## src/rtl/icts_pkg.sv

```systemverilog
// shared constants, types and helpers for the inverse curve table search
package icts_pkg;

  localparam int TABLE_DEPTH = 1024;
  localparam int VALUE_BITS  = 16;
  localparam int ADDR_BITS   = $clog2(TABLE_DEPTH);
  localparam int COUNT_BITS  = ADDR_BITS + 1;

  localparam logic [VALUE_BITS-1:0] FULL_SCALE = {VALUE_BITS{1'b1}};

  // shared divider: for the fraction pass the dividend is a numerator shifted up by VALUE_BITS
  localparam int DIVIDEND_BITS  = 2 * VALUE_BITS;
  localparam int DIVISOR_BITS   = VALUE_BITS;
  localparam int DIV_RADIX_BITS = 2;
  localparam int DIV_CYCLES     = DIVIDEND_BITS / DIV_RADIX_BITS;
  localparam int DIV_CNT_BITS   = $clog2(DIV_CYCLES);

  localparam logic OP_WRITE = 1'b0;
  localparam logic OP_QUERY = 1'b1;

  typedef enum logic [1:0] {
    KIND_INTERP = 2'd0,
    KIND_LOW    = 2'd1,
    KIND_HIGH   = 2'd2,
    KIND_PASS   = 2'd3
  } kind_t;

  typedef struct packed {
    logic                     start;
    logic [DIVIDEND_BITS-1:0] dividend;
    logic [DIVISOR_BITS-1:0]  divisor;
  } div_req_t;

  typedef struct packed {
    logic                     done;
    logic [DIVIDEND_BITS-1:0] quotient;
  } div_rsp_t;

  // clip a wide quotient to full scale
  function automatic logic [VALUE_BITS-1:0] sat_value(input logic [DIVIDEND_BITS-1:0] q);
    logic [VALUE_BITS-1:0] r;
    if (q[DIVIDEND_BITS-1:VALUE_BITS] != '0) begin
      r = FULL_SCALE;
    end else begin
      r = q[VALUE_BITS-1:0];
    end
    return r;
  endfunction

endpackage

```

## src/rtl/icts_div.sv

```systemverilog
// iterative restoring divider, two quotient bits per cycle
module icts_div import icts_pkg::*; (
  input  logic     clk,
  input  logic     rst,
  input  div_req_t req,
  output div_rsp_t rsp
);

  logic                     busy;
  logic                     done;
  logic [DIV_CNT_BITS-1:0]  cnt;
  logic [DIVIDEND_BITS-1:0] quo;
  logic [DIVISOR_BITS-1:0]  rem;
  logic [DIVISOR_BITS-1:0]  dvs;
  logic [DIVIDEND_BITS-1:0] quo_next;
  logic [DIVISOR_BITS-1:0]  rem_next;

  always_comb begin
    logic [DIVISOR_BITS:0]   shifted;
    logic [DIVISOR_BITS+1:0] trial;
    quo_next = quo;
    rem_next = rem;
    for (int i = 0; i < DIV_RADIX_BITS; i++) begin
      shifted = {rem_next, quo_next[DIVIDEND_BITS-1]};
      trial   = {1'b0, shifted} - {2'b00, dvs};
      if (!trial[DIVISOR_BITS+1]) begin
        rem_next = trial[DIVISOR_BITS-1:0];
        quo_next = {quo_next[DIVIDEND_BITS-2:0], 1'b1};
      end else begin
        rem_next = shifted[DIVISOR_BITS-1:0];
        quo_next = {quo_next[DIVIDEND_BITS-2:0], 1'b0};
      end
    end
  end

  always_ff @(posedge clk) begin
    if (rst) begin
      busy <= 1'b0;
      cnt  <= '0;
      done <= 1'b0;
    end else begin
      done <= 1'b0;
      if (req.start) begin
        busy <= 1'b1;
        cnt  <= '0;
      end else if (busy) begin
        cnt <= cnt + 1'b1;
        if (cnt == DIV_CNT_BITS'(DIV_CYCLES - 1)) begin
          busy <= 1'b0;
          done <= 1'b1;
        end
      end
    end
  end

  always_ff @(posedge clk) begin
    if (req.start) begin
      quo <= req.dividend;
      rem <= '0;
      dvs <= req.divisor;
    end else if (busy) begin
      quo <= quo_next;
      rem <= rem_next;
    end
  end

  assign rsp = '{done: done, quotient: quo};

endmodule

```

## config.mk

```make
export PLATFORM = sky130hd
export DESIGN_NAME = icts_div
export DESIGN_NICKNAME = d
export VERILOG_FILES = /design/src/rtl/icts_pkg.sv /design/src/rtl/icts_div.sv
export SDC_FILE = /design/constraint.sdc
export NUM_CORES = 1
export LEC_CHECK = 0
export BUFFER_PORTS_ARGS = -buffer_cell sky130_fd_sc_hd__buf_2
export CAP_MARGIN = 20
export CORE_MARGIN = 5
export CORE_UTILIZATION = 50
export DETAILED_ROUTE_END_ITERATION = 12
export GPL_TIMING_DRIVEN = 0
export PLACE_DENSITY = 0.76
export SLEW_MARGIN = 5
export SYNTH_ARGS = -nofsm -noshare
export SYNTH_HDL_FRONTEND = slang
export SYNTH_SLANG_ARGS = --single-unit
export TNS_END_PERCENT = 5
```

## constraint.sdc

```tcl
create_clock -name clk -period 4.1 [get_ports clk]
set_clock_uncertainty 0.05 [all_clocks]
set_input_delay 0.41 -clock clk [delete_from_list [all_inputs] [get_ports clk]]
set_output_delay 0.41 -clock clk [all_outputs]
set_load 0.005 [all_outputs]
```

==> flow_metrics.tcl <==
set metrics [dict create \
    syn_nets 504 \
    crit_fanout 8 \
    vdd_ir_drop_max_uv 328 \
    netlist_top_cells_area "edfxtp_1 32%, dfxtp_1 9.9%, ha_1 9.2%" \
    post-route-drc-count 0 \
    slowest_stage "or3_4" \
    hold_violation_count_in_the_final_report 0 \
    max_freq_ghz 0.221 \
    ctsHoldBuffers 0 \
    number_of_global_route_vias_before_repair 3902 \
    layout_commonest_cell "buf_2" \
    floorplan.die.width_um 105 \
    switching_share_pct 41.0 \
    reg2reg_from "dvs[4]" \
    placeableCoreArea_um2 8720 \
    setup_viol 17 \
    synthDominantAreaCellType "edfxtp_1" \
    pin_count 84 \
    mostFrequentLayoutCells "83 x buf_2, 48 x edfxtp_1, 40 x nor2_1" \
    postPlaceCellArea_um2 5060 \
    cts-root-to-sink-buffers 2 \
    dp.final_hpwl_um 8000 \
    num_rows 34 \
    worstSetupPathType "register to register" \
    actual_transition_at_the_worst_max_transition_pin_ns 0.780 \
    route.antenna.remaining_nets 0 \
    combPwrFrac_pct 61.3 \
    netSwitchingPower_uw 1530 \
    clkLatencyLatePin_ns 0.36 \
    antenna_found_initial 0 \
    post_synthesis_instance_total 418 \
    synth.top_cell.area_share_pct 32.2 \
    hold_path.startpoint "rst" \
    fp.dieH_um 105 \
    hold_path_class "input pin to register" \
    clockPowerShare_pct 13.9 \
    gp_congestion 0.829 \
    synth_sequential_area_ratio_pct 42.1 \
    worst_reg2reg_path_depth 19 \
    insertedDiodeCount 0 \
    final_max_slew_viol_count 0 \
    finalWorstPathRequiredPeriod_ns 4.52 \
    hold-path-cell-count 2 \
    post-route-period-util_pct 110 \
    synth-async-reset-ratio_pct 0 \
    track_usage_pct 21.1 \
    via_per_inst 5.71 \
    timing.critical_path.to_type "register" \
    power.sequential.fraction_pct 24.9 \
    floorplan.initialDensity_pct 51.3 \
    area.sequential_um2 1880 \
    setup_repair_after_global_routing_missed_its_margin "yes" \
    clk_root_buffer_cell "clkbuf_8" \
    nNetsFinal 618 \
    detailroute.via_count 3682 \
    critical_path_required_ns 4.26 \
    detailedRoute.firstIterationViolations 150 \
    most_instantiated_flip_flop_cell_in_the_synthesis_netlist "edfxtp_1" \
    synth-edff-count 48 \
    multi_input_comb_area_um2 2590 \
    cellLeakagePower_uw 0.00239 \
    cts_tree "yes" \
    routed_wire_length_per_instance_um 17.9 \
    drt-total-wl_um 11500 \
    power.density_nw_per_um2 665 \
    global_route.overflow_total 0 \
    syn-cell-area_um2 4470 \
    postSynthRegisterBits 70 \
    tritoncts.num_buffers 9 \
    post_synth_num_cell_types 59 \
    critical_path_at_ns 4.68 \
    critical_path.startpoint_type "register" \
    post-route-worst-setup-slack_ns -0.423 \
    htree_levels 3 \
    max_slew_margin_pct 48.0 \
    drt_first_pass_iters 4 \
    grt_start_max_net_pins 33 \
    outcome "finished, violations left" \
    place.port_buffers 83 \
    post-place-ws_ns -0.714 \
    synth_warnings 0 \
    layout-drive-gt1-share_pct 36.7 \
    grt_pass1_wl_um 18800 \
    growth_of_design_area_from_synthesis_to_finish_pct 25.3 \
    cts.clk_slew.worst_paths_ns 0.08 \
    power.internal_uw 2200 \
    fp.dieArea_um2 10900 \
    delay_of_the_slowest_cell_on_the_worst_path_ns 0.40 \
    finalPower_uw 3720 \
    syn-mean-instance-area_um2 10.7 \
    postLayoutCellArea_um2 5600 \
    cap_violations 0 \
    timing.critical_path.cells "inv_2, ha_4, a21o_1, or3_4, o211ai_1, nand4_1, clkbuf_8, buf_12, nor2_2, a21oi_2, ha_1, o2111ai_2, o21bai_4, a21oi_4, a31oi_4, o221ai_4, buf_8, mux2i_4, a211oi_2" \
    cp-startpoint "dvs[4]" \
    cts_sinks 70 \
    filler_cells_inserted 691 \
    violations "negative setup slack" \
]
==> cell usage after synthesis, types with 2 or more instances <==
library cell	n
nand2b_1	4
nor2b_1	2
inv_1	24
o211ai_1	6
nor3b_1	2
a31oi_1	4
o21ai_0	17
or3_1	3
buf_6	3
nor2_1	43
o21a_1	4
nand3_1	5
o31ai_1	2
mux2i_1	13
mux2_2	34
dlygate4sd3_1	3
edfxtp_1	48
a211oi_1	16
and2_1	2
fa_1	2
nand4_1	3
nor3_1	4
o21bai_1	3
a41oi_1	2
a21o_1	8
ha_1	33
a21oi_1	26
dfxtp_1	22
xnor2_1	14
o31a_1	2
xor2_1	12
clkbuf_1	6
nand2_1	20
==> sequential cells by signal (all words and copies together) (netlist names) <==
signal and count:
done 1, rem 16, dvs 16, quo 32, cnt 4, busy 1
==> cell families after synthesis <==
| family | synth area share, % |
|---|---|
| buffers and inverters | 4.53 |
| adders and majority gates | 10.1 |
| xor gates and xnor gates | 5.09 |
| AOI/OAI and AO/OA | 16.4 |
| muxes | 11.5 |
| and+or+nand+nor | 10.3 |
| DFF | 42.1 |
==> metal layers <==
layer	up-vias	global-route usage, %	share of wire, %
met3	20	5.92	6.0
li1	1783	-	-
met4	0	6.01	2.0
met2	116	37.1	51
met1	1763	25.0	41
met5	-	0	0
==> power groups by stage <==
stage	registers (uW)	clock network, uW	logic (uW)
floorplan	926	0	1390
global placement	933	0	1710
finish	926	516	2280
detailed placement	936	0	1770
global route	938	560	2470
CTS	923	530	2070
==> path summary, 6_finish.rpt <==
path | slack [ns] | endpoint
setup / recovery | -0.42 | rem[14]
hold / removal | 0.17 | busy
hold reg to reg | 0.46 | done
setup reg to reg | -0.42 | rem[14]
==> final cells by class <==
class                           count  share of cell area [%]
Clock buffer                       10                    2.28
Inverter                           24                    1.61
Clock inverter                      6                   0.782
Multi-Input combinational cell    309                    46.3
Sequential cell                    70                    33.6
Tap cell                          108                    2.41
Timing Repair Buffer              103                    10.7
Buffer                             15                    2.37
==> through the flow <==
stage / utilization [%] / hold WS (ns) / TNS (ns) / std cells
final: 64.2 / 0.166 / -6.46 / 645
after detailed placement: 58.0 / 0.439 / -10.00 / 609
after global routing: 64.2 / 0.148 / -9.14 / 645
after CTS: 62.8 / 0.153 / -4.43 / 640
after global placement: 58.0 / 0.418 / -9.16 / 609
after floorplan: - / 0.389 / -0.0295 / 418
==> worst max-delay path, delay by kind of cell (launching register included) <==
kind	cells	cell delay (ns)
muxes	1	0.23
and+or+nand+nor	3	0.71
buffers and inverters	4	0.68
DFF	1	0.39
AOI/OAI and AO/OA	9	1.71
adders and majority gates	2	0.58
==> what timing repair did <==
action / 4_1_cts / 5_1_grt
gates resized for setup: 21 / 21
gates cloned: 1 / 0
setup buffers: 14 / 5
pin swaps: 18 / 19
endpoints found under the setup margin: 17 / 17
(Power assumes the default switching activity.)
